==> src/design/aes_pkg.sv <==
// ----------------------------------------------------------------------------
// aes_pkg
// Shared types, constants and byte-level functions for the AES block cipher.
// ----------------------------------------------------------------------------
package aes_pkg;

  localparam int unsigned KeyWordsMax = 60;
  localparam int unsigned RoundKeys   = 15;
  localparam int unsigned KeyAddrW    = 6;
  localparam int unsigned RoundW      = 4;
  localparam int unsigned PaddrW      = 6;

  localparam logic [1:0] KeyMode128  = 2'd0;
  localparam logic [1:0] KeyMode192  = 2'd1;
  localparam logic [1:0] KeyMode256  = 2'd2;
  localparam logic [1:0] KeyModeRsvd = 2'd3;

  localparam logic [2:0] RegKey0 = 3'd0;
  localparam logic [2:0] RegKey1 = 3'd1;
  localparam logic [2:0] RegKey2 = 3'd2;
  localparam logic [2:0] RegKey3 = 3'd3;
  localparam logic [2:0] RegMode = 3'd4;

  localparam logic ActEncrypt = 1'b0;
  localparam logic ActDecrypt = 1'b1;

  typedef struct packed {
    logic        action;
    logic [63:0] block_high;
    logic [63:0] block_low;
  } in_word_t;

  typedef struct packed {
    logic [63:0] result_high;
    logic [63:0] result_low;
  } out_word_t;

  // controller -> datapath commands
  typedef struct packed {
    logic                key_wr;    // write one schedule word
    logic [KeyAddrW-1:0] key_idx;   // word index being expanded
    logic                key_seed;  // word comes straight from the key registers
    logic                load;      // load block
    logic                add0;      // add first round key
    logic                round;     // run one round
    logic                last;      // current round is the final one
    logic [RoundW-1:0]   rk_round;  // round key selected for this cycle
    logic                rk_fetch;  // read round key
  } ctl_cmd_t;

  function automatic logic [7:0] xtime(input logic [7:0] x);
    xtime = {x[6:0], 1'b0} ^ (x[7] ? 8'h1b : 8'h00);
  endfunction

  function automatic logic [7:0] gmul(input logic [7:0] a, input logic [7:0] b);
    logic [7:0] acc;
    logic [7:0] t;
    acc = 8'h00;
    t = a;
    for (int i = 0; i < 8; i++) begin
      if (b[i]) acc = acc ^ t;
      t = xtime(t);
    end
    gmul = acc;
  endfunction

  function automatic logic [7:0] ginv(input logic [7:0] x);
    logic [7:0] r;
    logic [7:0] b;
    r = 8'h01;
    b = x;
    for (int i = 0; i < 8; i++) begin
      if (i != 0) r = gmul(r, b);
      b = gmul(b, b);
    end
    ginv = r;
  endfunction

  function automatic logic [7:0] rotl(input logic [7:0] x, input int n);
    rotl = (x << n) | (x >> (8 - n));
  endfunction

  // 256-entry byte tables, built at elaboration
  function automatic logic [2047:0] build_sbox(input logic dec);
    logic [2047:0] tab;
    logic [7:0]    x;
    logic [7:0]    v;
    tab = '0;
    for (int n = 0; n < 256; n++) begin
      x = 8'(n);
      if (dec) begin
        v = ginv(rotl(x, 1) ^ rotl(x, 3) ^ rotl(x, 6) ^ 8'h05);
      end else begin
        v = ginv(x);
        v = v ^ rotl(v, 1) ^ rotl(v, 2) ^ rotl(v, 3) ^ rotl(v, 4) ^ 8'h63;
      end
      tab[8*n +: 8] = v;
    end
    build_sbox = tab;
  endfunction

  localparam logic [2047:0] SboxFwd = build_sbox(1'b0);
  localparam logic [2047:0] SboxInv = build_sbox(1'b1);

  function automatic logic [7:0] sbox(input logic [7:0] x);
    sbox = SboxFwd[{x, 3'b000} +: 8];
  endfunction

  function automatic logic [7:0] sbox_dec(input logic [7:0] x);
    sbox_dec = SboxInv[{x, 3'b000} +: 8];
  endfunction

  function automatic logic [31:0] sub_word(input logic [31:0] w);
    sub_word = {sbox(w[31:24]), sbox(w[23:16]), sbox(w[15:8]), sbox(w[7:0])};
  endfunction

endpackage

==> src/design/aes_ctrl.sv <==
// ----------------------------------------------------------------------------
// aes_ctrl
// Sequencer: load, key expansion sweep when the schedule is stale, then key add and round steps.
// ----------------------------------------------------------------------------
module aes_ctrl (
  input  logic              clk_i,
  input  logic              rst_ni,
  input  logic              key_dirty_i,   // register write this cycle
  input  logic [1:0]        mode_i,
  input  logic              in_valid_i,
  output logic              in_stall_o,
  input  logic              in_action_i,
  output logic              out_valid_o,
  input  logic              out_stall_i,
  output aes_pkg::ctl_cmd_t cmd_o
);

  typedef enum logic [2:0] {
    StIdle, StExpand, StFetch, StAdd0, StRound, StDone
  } state_e;

  state_e state_q, state_d;
  logic   ready_q, ready_d;
  logic   dec_q, dec_d;
  logic [aes_pkg::KeyAddrW-1:0] idx_q, idx_d;
  logic [aes_pkg::RoundW-1:0]   rnd_q, rnd_d;
  logic [aes_pkg::RoundW-1:0]   nr;
  logic [3:0]                   nk;
  logic [aes_pkg::KeyAddrW-1:0] total_m1;
  logic   valid_q, valid_d;
  logic   accept;

  assign nk = (mode_i == aes_pkg::KeyMode128) ? 4'd4 :
              (mode_i == aes_pkg::KeyMode192) ? 4'd6 : 4'd8;
  assign nr = 4'(nk + 4'd6);
  assign total_m1 = 6'({nr, 2'b00} + 6'd3);

  assign in_stall_o  = !(state_q == StIdle && !(valid_q && out_stall_i));
  assign accept      = in_valid_i && !in_stall_o;
  assign out_valid_o = valid_q;

  always_comb begin
    state_d = state_q;
    ready_d = ready_q && !key_dirty_i;
    dec_d = dec_q;
    idx_d = idx_q;
    rnd_d = rnd_q;
    valid_d = valid_q && out_stall_i;
    cmd_o = '0;
    case (state_q)
      StIdle: begin
        if (accept) begin
          dec_d = in_action_i;
          cmd_o.load = 1'b1;
          if (ready_q) begin
            state_d = StAdd0;
            rnd_d = (in_action_i == aes_pkg::ActDecrypt) ? nr : '0;
            cmd_o.rk_fetch = 1'b1;
            cmd_o.rk_round = rnd_d;
          end else begin
            state_d = StExpand;
            idx_d = '0;
          end
        end
      end
      StExpand: begin
        cmd_o.key_wr = 1'b1;
        cmd_o.key_idx = idx_q;
        cmd_o.key_seed = (idx_q < 6'(nk));
        idx_d = 6'(idx_q + 6'd1);
        if (idx_q == total_m1) begin
          ready_d = 1'b1;
          rnd_d = (dec_q == aes_pkg::ActDecrypt) ? nr : '0;
          state_d = StFetch;
        end
      end
      StFetch: begin
        // store is complete now; read the first round key
        cmd_o.rk_fetch = 1'b1;
        cmd_o.rk_round = rnd_q;
        state_d = StAdd0;
      end
      StAdd0: begin
        cmd_o.add0 = 1'b1;
        state_d = StRound;
        rnd_d = (dec_q == aes_pkg::ActDecrypt) ? 4'(rnd_q - 4'd1) : 4'(rnd_q + 4'd1);
        cmd_o.rk_fetch = 1'b1;
        cmd_o.rk_round = rnd_d;
      end
      StRound: begin
        cmd_o.round = 1'b1;
        cmd_o.last = (dec_q == aes_pkg::ActDecrypt) ? (rnd_q == '0) : (rnd_q == nr);
        if (cmd_o.last) begin
          state_d = StDone;
        end else begin
          rnd_d = (dec_q == aes_pkg::ActDecrypt) ? 4'(rnd_q - 4'd1) : 4'(rnd_q + 4'd1);
          cmd_o.rk_fetch = 1'b1;
          cmd_o.rk_round = rnd_d;
          state_d = StRound;
        end
      end
      StDone: begin
        valid_d = 1'b1;
        state_d = StIdle;
      end
      default: state_d = StIdle;
    endcase
  end

  always_ff @(posedge clk_i or negedge rst_ni) begin
    if (!rst_ni) begin
      state_q <= StIdle;
      ready_q <= 1'b0;
      dec_q   <= 1'b0;
      idx_q   <= '0;
      rnd_q   <= '0;
      valid_q <= 1'b0;
    end else begin
      state_q <= state_d;
      ready_q <= ready_d;
      dec_q   <= dec_d;
      idx_q   <= idx_d;
      rnd_q   <= rnd_d;
      valid_q <= valid_d;
    end
  end

endmodule

==> config.mk <==
export PLATFORM = sky130hd
export DESIGN_NAME = aes_ctrl
export DESIGN_NICKNAME = d
export VERILOG_FILES = /design/src/design/aes_pkg.sv /design/src/design/aes_ctrl.sv
export SDC_FILE = /design/constraint.sdc
export NUM_CORES = 1
export LEC_CHECK = 0
export BUFFER_PORTS_ARGS = -buffer_cell sky130_fd_sc_hd__buf_2
export CORE_ASPECT_RATIO = 1.25
export CORE_MARGIN = 5
export CORE_UTILIZATION = 45
export CTS_BUF_LIST = sky130_fd_sc_hd__clkbuf_16
export CTS_CLUSTER_SIZE = 16
export DETAILED_ROUTE_END_ITERATION = 7
export PLACE_DENSITY = 0.68
export SETUP_SLACK_MARGIN = 0.2
export SLEW_MARGIN = 10
export SYNTH_ARGS = -nofsm -noshare
export SYNTH_HDL_FRONTEND = slang
export SYNTH_SLANG_ARGS = --single-unit
==> constraint.sdc <==
create_clock -name clk_i -period 2.5 [get_ports clk_i]
set_clock_uncertainty 0.15 [all_clocks]
set_input_delay 0 -clock clk_i [delete_from_list [all_inputs] [get_ports clk_i]]
set_output_delay 0 -clock clk_i [all_outputs]
set_load 0.05 [all_outputs]
Word-level counts from Yosys, hierarchy flattened --
Cells that the tools add are included.
Storage, ports and cells: register bits after elaboration 16, output and inout bits 19, bits of input ports 8, logic and storage cells 72
Cells by class: magnitude comparators 1, reduce and logical (&&, ||, !) cells 16, equality and inequality tests 13, mux-type cells 31, add/sub/neg operators 5
Operator list (number):
- $mux 4 | 9
- $pmux 5 s4 | 1
- $pmux 4 s4 | 1
- $mux 5 | 3
- $pmux 3 s5 | 1
- $mux 6 | 2
- $pmux 6 s2 | 1
- $ne 2x2->1 const B | 5
- $mux 1 | 8
- $mux 8 | 1
- $add 6x1->6 const B | 1
- $add 6x2->6 const B | 1
- $eq 3x2->1 const B | 2
- $eq 3x3->1 const B | 2
- $eq 6x6->1 | 1
- $lt 6x4->1 | 1
- $mux 3 | 2
- $reduce_and 5->1 | 1
- $add 4x1->4 const B | 1
- $add 4x3->4 const B | 1
- $eq 4x4->1 | 1
- $logic_and 1x1->1 | 4
- $logic_not 4->1 | 1
- $mux 2 | 2
- other kinds (10) | 13

Longest topological paths before layout --
Gate-level depths: netlist of the first run.
depth in word-level cells 8, depth in mapped cells 8

Worst setup path after synthesis of the first run --
No wires, ideal clock.
path type flip-flop to output port, start register valid_q, in the netlist out_valid_o, end output port cmd_o[2] in the netlist's numbering, path slack -0.308 ns, cell stages (with the launch flop) 6, required time 2.350 ns, buffers on the path 1, data arrival time 2.658 ns, cells stage by stage dfrtp_1 -> a21boi_0 -> and2_1 -> clkbuf_1 -> nand3_1 -> o221ai_1
RTL lines:
- start: declaration | line aes_ctrl.sv:30 | logic valid_q, valid_d;
- start signal: assignment | line aes_ctrl.sv:124 | valid_q <= valid_d;
- end: declaration | line aes_ctrl.sv:15 | output aes_pkg::ctl_cmd_t cmd_o

==> results of run 1 <==
## flip-flops by register name (all words and copies together) (netlist names)
| name | flops |
|---|---|
| rnd_q | 4 |
| ready_q | 1 |
| state_q | 3 |
| out_valid_o | 1 |
| dec_q | 1 |
| idx_q | 6 |
## repair_timing
action / CTS / global route
setup endpoints to repair: 2 / 3
setup buffers: 0 / 2
gates cloned: 0 / 0
gates resized for setup: 3 / 4
endpoints found under the hold margin: 19 / 0
hold buffers: 4 / 0
## path summary, 6_finish.rpt
kind                                  to       from
worst min register to register  idx_q[5]   idx_q[5]
worst min-delay path            idx_q[5]     rst_ni
worst max-delay path            cmd_o[4]   rnd_q[1]
max in group asynchronous          dec_q     rst_ni
worst max register to register  rnd_q[1]   idx_q[3]
min in group clk_i              rnd_q[1]  mode_i[0]
## area by class of cell
class / count / area [sq um] / area share
clock buffers: 3 / 75.1 / 0.0468
clock inverters: 1 / 3.75 / 0.00234
inverters: 7 / 40.0 / 0.0250
multi-input cells: 117 / 846 / 0.527
flip-flops and latches: 16 / 402 / 0.250
well taps: 34 / 42.5 / 0.0265
repair buffers: 33 / 195 / 0.122
## cells in the mapped netlist (all sizes together), types with 2 or more instances
cell    number  share of area
nand3        5          0.020
o221ai       2          0.014
mux2         2          0.021
ha           5          0.049
buf          5          0.024
o22ai        2         0.0098
o31ai        2          0.012
o21ai       13          0.051
nand4        2         0.0098
a21o         4          0.023
a21oi        6          0.023
dfrtp       16           0.31
clkbuf       2         0.0059
or2          2         0.0098
inv          6          0.018
and3b        2          0.014
a22o         3          0.021
nand2b       3          0.015
nor3b        3          0.022
a22oi        2          0.023
nand2       16          0.047
nor2         9          0.026
xor2         2          0.014
and2         9          0.045
a31oi        2         0.0098
a21boi       2          0.012
## per-layer routing
metal / vias to the layer above / wire length, um / track usage
li1: 601 / - / -
met1: 606 / 1410 / 0.218
met2: 31 / 1740 / 0.295
met3: 4 / 150 / 0.0261
met4: 0 / 52 / 0.0747
met5: - / 0 / 0
## cells by family after synthesis
logic type      after synthesis  share of synthesized area
flops                        16                      0.313
simple gates                 57                      0.238
mux                           3                     0.0284
xor+xnor                      3                     0.0206
compound gates               48                      0.274
fa+ha+maj                     6                     0.0646
buf+inv                      14                     0.0616
## report_power, final
part | internal [mW] | leakage (nW) | switching [mW]
registers | 0.351 | 0.203 | 0.158
logic | 0.427 | 0.539 | 0.776
clock network | 0.212 | 0.0385 | 0.102
total | 0.990 | 0.781 | 1.04
## critical path, stage by stage, from the launching register on
cell and delay, ps:
dfrtp_1 460, ha_1 320, a21o_1 210, a21oi_4 200
xor2_2 100, o31ai_1 280, a21o_1 120, buf_4 190
==> reports/metrics.csv, run 1 <==
metric,value,unit
outcome,completed,
n_fill_cell,227,
syn-instance-count,147,
hold_ws,57.7,ps
fin_crit,2280,ps
synth_nets,161,
final_cells,211,
postRouteAntennaNets,0,
syn2layout_area_growth,25.4,%
synth_ff_type,dfrtp_1,
dp_cells,201,
avgSynthCellArea,8.70,sq um
r2r_cells,5,
final_cell_mix,"buf_2 (25), nand2_1 (16), dfrtp_1 (15)",
fin_crit_sh,0.910,
dr.pass1.iters,4,
final_common_cell,buf_2,
diodes,0,
fin_area,1600,sq um
routedWlPerCell,15.9,um
power.leakage,0.781,nW
die-area,4010,sq um
die_w,57.7,um
slew_headroom,0.690,
maxCapViolations,0,
track_usage,0.176,
final-max-slew-violation-count,0,
wl,3350,um
path_clk_slew,50,ps
cts_root_buf,clkbuf_16,
rsz0062_at_grt,yes,
portBuffers,26,
ys_warn_count,0,
cts.sinks,16,
nNetsFinal,192,
fin_util,0.593,
dpl_cell_area,1440,sq um
grt_antenna_before_repair,0,
placementRows,21,
crit_fanout,7,
setup_viol_count_final,0,
drc,0,
worstMarginPinSlew,465,ps
gp_congestion,0.925,
ys_ff_latch,16,
die_h,69.6,um
drtIter0Drc,51,
cp_data_required_time,2350,ps
hold_class,input port to asynchronous set/reset pin,
syn_area,1280,sq um
gr-total-overflow,0,
tritoncts,done,
vias_per_cell,5.89,
tns,0,ps
grt_pass1_vias,1249,
start_util,0.472,
path_class,flop to primary output,
startpoint_type,flop,
clkLatencyLatePin,250,ps
ys_async_sr_fraction,1.00,
ys_types,54,
ios,27,
grt_pass1_wl,5710,um
ys_seq_area_frac,0.313,
routed-via-count,1242,
htree_levels,1,
drive_gt1_frac,0.282,
clockBufferDepth,2,
ir_worst_vdd,0.979,mV
coreArea,2710,sq um
hold_viol,0,
synth_edf_count,0,
grt_start_max_net_pins,17,
fmax,439,MHz
hpwl,2400,um
reg2reg_slack,440,ps
power,2.03,mW
worstPathArrival,2130,ps
critPathCaptureType,primary output,
powerDensity,1260,nW/um^2
numCtsBuffers,3,
pre_cts_slack,350,ps
fin_ws,224,ps
(Power assumes the default switching activity.)
==> run 2: changes to the inputs <==
--- a/config.mk
+++ b/config.mk
@@ -6,6 +6,7 @@
 export NUM_CORES = 1
 export LEC_CHECK = 0
 export BUFFER_PORTS_ARGS = -buffer_cell sky130_fd_sc_hd__buf_2
+export CAP_MARGIN = 20
 export CORE_ASPECT_RATIO = 1.25
 export CORE_MARGIN = 5
 export CORE_UTILIZATION = 45
@@ -13,6 +14,7 @@
 export CTS_CLUSTER_SIZE = 16
 export DETAILED_ROUTE_END_ITERATION = 7
 export PLACE_DENSITY = 0.68
+export REMOVE_ABC_BUFFERS = 1
 export SETUP_SLACK_MARGIN = 0.2
 export SLEW_MARGIN = 10
 export SYNTH_ARGS = -nofsm -noshare
==> run 2 against run 1 <==
Global-route usage shrank 0.33 points. Register-to-register slack is essentially flat. Combinational power is essentially flat. Critical path depth is the same. Clock power is essentially flat. Utilization shrank 0.37 points.
==> reports/metrics.csv, run 2 (same netlist as run 1, synthesis figures left out) <==
metric,value,unit,change
routedWlPerCell,16.0,um,+0.60%
timing.rr.end,rnd_q[1],,
drtIter0Drc,58,,+14%
fin_crit_sh,0.916,,+0.00575
start_util,0.472,,unchanged
final_cells,210,,-0.47%
r2r_cells,5,,unchanged
cp_slowest_cell,dfrtp_2,,
maxCapViolations,0,,unchanged
vias_per_cell,5.94,,+0.88%
dr.pass1.iters,4,,unchanged
setup_viol_count_final,0,,unchanged
htree_levels,1,,unchanged
startpoint_type,flop,,
cp_top_family,compound AO/OA/AOI/OAI gates,,
final-max-slew-violation-count,0,,unchanged
path_clk_slew,50,ps,about the same
largest_registers,"idx_q (6), rnd_q (4), state_q (3)",,
clkLatencyLatePin,250,ps,about the same
rsz0062_at_grt,yes,,
placementRows,21,,unchanged
nNetsFinal,191,,-0.52%
largest_reg_flops,6,,unchanged
coreArea,2710,sq um,unchanged
fmax,437,MHz,-0.63%
switchingPower,1.04,mW,+0.55%
cp_common_cell,a21o_1,,
cp.buffers_inverters,1,,unchanged
fin_crit,2290,ps,+14.4 ps
cts.sinks,16,,unchanged
tritoncts,done,,
outcome,completed,,
p_comb_frac,0.596,,+0.002
drive_gt1_frac,0.278,,-0.00408
clockBufferDepth,2,,unchanged
reg2reg_slack,450,ps,about the same
numCtsBuffers,3,,unchanged
worstMarginPinSlew,520,ps,+54.3 ps
gp_congestion,0.898,,-2.9%
path_cells,ha_1 > a21o_1 > a21oi_4 > xor2_2 > o31ai_1 > a21o_1 > buf_4,,
cp_data_required_time,2350,ps,about the same
die_h,69.6,um,unchanged
hpwl,2420,um,+0.83%
grt_pass1_vias,1198,,-4.1%
postRouteAntennaNets,0,,unchanged
power.leakage,0.775,nW,-0.81%
routed-via-count,1247,,+0.40%
slew_headroom,0.654,,-0.0362
slowest_delay,460,ps,about the same
wl,3360,um,+0.12%
drc,0,,unchanged
path_class,flop to primary output,,
hold_ws,51.7,ps,-6.02 ps
grt_pass1_wl,5530,um,-3.2%
ir_worst_vdd,0.906,mV,-7.4%
power_frac_seq,0.249,,-0.002
track_usage,0.173,,-0.00332
hold_viol,0,,unchanged
worstPathArrival,2140,ps,about the same
cts_root_buf,clkbuf_16,,
critPathCaptureType,primary output,,
gr-total-overflow,0,,unchanged
swShare,0.512,,about the same
diodes,0,,unchanged
p_int,994,uW,+0.45%
portBuffers,26,,unchanged
crit_fanout,7,,unchanged
grt_start_max_net_pins,17,,unchanged
die-area,4010,sq um,unchanged
pwr-share-clk,0.154,,about the same
powerDensity,1280,nW/um^2,+1.1%
final_cell_mix,"buf_2 (25), nand2_1 (16), dfrtp_1 (14)",,
grt_antenna_before_repair,0,,unchanged
hold_class,input port to asynchronous set/reset pin,,
syn2layout_area_growth,24.7,%,
final_common_cell,buf_2,,
dp_cells,200,,-0.50%
tns,0,ps,unchanged
largest_register,idx_q,,
die_w,57.7,um,unchanged
ios,27,,unchanged
r2r_start,idx_q[3],,
## run 2: worst register-to-register path, delay by kind of cell (launching register included)
family          cells  cell delay, ps
simple gates        1             220
mux                 1             330
compound gates      3             740
flops               1             490
## run 2: per-layer routing
layer,wire (um),global-route usage,vias up
met1,1430,0.217,585
met3,236,0.0298,11
met5,0,0,-
li1,-,-,595
met4,101,0.0928,0
met2,1590,0.274,56
## run 2: metrics by stage
step	setup slack, ps	cell area [sq um]	utilization	total power, mW
after floorplan	-144	1240	-	1.36
after global placement	409	1410	0.522	1.59
after detailed placement	339	1410	0.522	1.63
after CTS	208	1540	0.569	1.97
after global routing	156	1590	0.589	2.17
final	210	1590	0.589	2.04
## run 2: timing repair
item / 4_1_cts / 5_1_grt
hold buffers: 4 / 0
pin swaps: 0 / 1
cloned: 0 / 0
resized for setup: 3 / 7
endpoints found under the hold margin: 19 / 0
setup buffers: 0 / 2
setup endpoints to repair: 2 / 3
## run 2: worst max-delay path by stage
| stage | from | to | slack [ps] | cells after the start |
|---|---|---|---|---|
| 2_1_floorplan | out_valid_o | cmd_o[2] | -140 | 4 |
| 3_3_place_gp | dec_q | cmd_o[4] | 410 | 6 |
| 5_1_grt | dec_q | cmd_o[4] | 160 | 7 |
| 4_1_cts | dec_q | cmd_o[1] | 210 | 6 |
| 3_5_place_dp | dec_q | rnd_q[3] | 340 | 6 |
| 6_report | dec_q | cmd_o[4] | 210 | 7 |
## run 2: power by group through the flow
stage / Combinational [mW] / Sequential (mW) / Clock (mW)
final: 1.21 / 0.507 / 0.314
after global routing: 1.31 / 0.530 / 0.331
after CTS: 1.13 / 0.511 / 0.321
after detailed placement: 1.12 / 0.512 / 0
after global placement: 1.09 / 0.503 / 0
after floorplan: 0.893 / 0.468 / 0
## run 2: final cells by class
| class | instances | area (sq um) |
|---|---|---|
| fill | 244 | 1110 |
| multi-input combinational | 117 | 842 |
| sequential | 16 | 403 |
| timing repair buffer | 32 | 188 |
| clock buffer | 3 | 75.1 |
| tap | 34 | 42.5 |
| inverter | 7 | 40.0 |
| clock inverter | 1 | 3.75 |
==> run 3: changes to the inputs <==
--- a/config.mk
+++ b/config.mk
@@ -13,6 +13,7 @@
 export CTS_BUF_LIST = sky130_fd_sc_hd__clkbuf_16
 export CTS_CLUSTER_SIZE = 16
 export DETAILED_ROUTE_END_ITERATION = 7
+export MAX_ROUTING_LAYER = met4
 export PLACE_DENSITY = 0.68
 export REMOVE_ABC_BUFFERS = 1
 export SETUP_SLACK_MARGIN = 0.2
==> run 3 against run 2 <==
Total power shrank 3.6%. Via count grew 0.40%. Final cell count shrank 0.95%. Critical endpoint unchanged. Non-clock buffer count shrank 2. Global-route usage grew 0.55 points. First-iteration DRC count grew 57%. Register-to-register slack lost 30 ps.
==> reports/metrics.csv, run 3 (same netlist as run 1, synthesis figures left out) <==
metric,value,unit,change
outcome,completed,,
placementRows,21,,unchanged
wl,3290,um,-1.9%
final_common_cell,buf_2,,
path_cells,ha_1 > a21o_1 > a21oi_2 > xor2_1 > o31ai_1 > a21o_1 > buf_4,,
fin_util,0.576,,-0.0129
gr-total-overflow,0,,unchanged
grt_antenna_before_repair,0,,unchanged
vias_per_cell,6.02,,+1.4%
power_frac_seq,0.263,,+0.014
track_usage,0.178,,+0.00548
drtIter0Drc,91,,+57%
numCtsBuffers,3,,unchanged
die-area,4010,sq um,unchanged
portBuffers,26,,unchanged
nNetsFinal,189,,-1.0%
fmax,448,MHz,+2.5%
tritoncts,done,,
final-max-slew-violation-count,0,,unchanged
cp_slowest_cell,dfrtp_2,,
p_comb_frac,0.575,,-0.021
grt_start_max_net_pins,17,,unchanged
clkLatencyLatePin,250,ps,about the same
largest_reg_flops,6,,unchanged
cp_data_required_time,2350,ps,about the same
routedWlPerCell,15.8,um,-0.96%
worstPathArrival,2080,ps,-60 ps
cts_setup_buffers,0,,unchanged
power,1.96,mW,-3.6%
die_h,69.6,um,unchanged
p_int,957,uW,-3.7%
power.leakage,0.764,nW,-1.4%
grt_pass1_wl,5700,um,+3.0%
setup_viol_count_final,0,,unchanged
path_class,flop to primary output,,
rsz0062_at_grt,yes,,
syn2layout_area_growth,21.9,%,
path_clk_slew,50,ps,about the same
fin_crit_sh,0.894,,-0.0223
hold_viol,0,,unchanged
powerDensity,1260,nW/um^2,-1.4%
die_w,57.7,um,unchanged
pwr-share-clk,0.161,,+0.007
largest_register,idx_q,,
ir_worst_vdd,0.861,mV,-4.9%
hold_class,input port to asynchronous set/reset pin,,
swShare,0.512,,+0.000639
critPathCaptureType,primary output,,
slowest_delay,490,ps,+30 ps
fin_area,1560,sq um,-2.2%
dr.pass1.iters,4,,unchanged
final_cell_mix,"buf_2 (25), nand2_1 (16), dfrtp_1 (15)",,
gp_congestion,0.905,,+0.76%
grt_pass1_vias,1281,,+6.9%
largest_registers,"idx_q (6), rnd_q (4), state_q (3)",,
ios,27,,unchanged
cts_root_buf,clkbuf_16,,
startpoint_type,flop,,
crit_fanout,9,,+2
routed-via-count,1252,,+0.40%
start_util,0.472,,unchanged
maxCapViolations,0,,unchanged
clockBufferDepth,2,,unchanged
switchingPower,1.01,mW,-3.5%
cts.sinks,16,,unchanged
htree_levels,1,,unchanged
fin_crit,2230,ps,-55.7 ps
drc,0,,unchanged
drive_gt1_frac,0.264,,-0.0140
postRouteAntennaNets,0,,unchanged
dp_cells,200,,unchanged
cp_common_cell,a21o_1,,
hold_ws,59.9,ps,+8.23 ps
coreArea,2710,sq um,unchanged
diodes,0,,unchanged
hpwl,2440,um,+0.71%
final_cells,208,,-0.95%
slew_headroom,0.680,,+0.0261
dpl_cell_area,1410,sq um,unchanged
worstMarginPinSlew,481,ps,-39.2 ps
run 3: final cells by class:
class / instances / area, sq um
Fill cell: 251 / 1150
Inverter: 7 / 40.0
Multi-Input combinational cell: 117 / 823
Timing Repair Buffer: 30 / 173
Sequential cell: 16 / 402
Clock inverter: 1 / 3.75
Tap cell: 34 / 42.5
Clock buffer: 3 / 75.1
run 3: worst paths after layout:
| path | startpoint | depth (start not counted) | end | slack, ps |
|---|---|---|---|---|
| max | dec_q | 7 | cmd_o[4] | 270 |
| min | rst_ni | 2 | idx_q[5] | 60 |
| max reg2reg | idx_q[3] | 5 | rnd_q[1] | 420 |
| min reg2reg | idx_q[0] | 1 | idx_q[0] | 400 |
| max in group asynchronous | rst_ni | 2 | dec_q | 1840 |
| min in group clk_i | mode_i[0] | 4 | rnd_q[2] | 110 |
run 3: routing by layer:
layer  wire length (um)  up-vias  track usage
met5                  0        -            -
met4                 48        0       0.0722
met3                185        7       0.0317
met2               1640       45        0.294
met1               1420      607        0.210
li1                   -      593            -
run 3: metrics by stage:
step / setup WS, ps / setup TNS, ps
2_1_floorplan: -144 / -206
3_3_place_gp: 417 / 0
3_5_place_dp: 343 / 0
4_1_cts: 202 / 0
5_1_grt: 168 / 0
6_report: 265 / 0
run 3: power by group through the flow:
stage	sequential, mW	combinational, mW	clock [mW]
6_report	0.517	1.13	0.317
5_1_grt	0.537	1.23	0.329
3_3_place_gp	0.502	1.08	0
3_5_place_dp	0.514	1.11	0
4_1_cts	0.512	1.12	0.318
2_1_floorplan	0.468	0.893	0
run 3: critical path, delay by kind of cell, from the launching register on:
kind,cells,cell delay [ps]
AOI/OAI and AO/OA,4,740
xor gates and xnor gates,1,110
adders and majority gates,1,310
buffers and inverters,1,190
DFF,1,490
run 3: what timing repair did:
| action | CTS | global route |
|---|---|---|
| hold buffers | 4 | 0 |
| endpoints found under the hold margin | 19 | 0 |
| pin swaps | 0 | 1 |
| endpoints found under the setup margin | 2 | 4 |
| gates resized for setup | 3 | 5 |
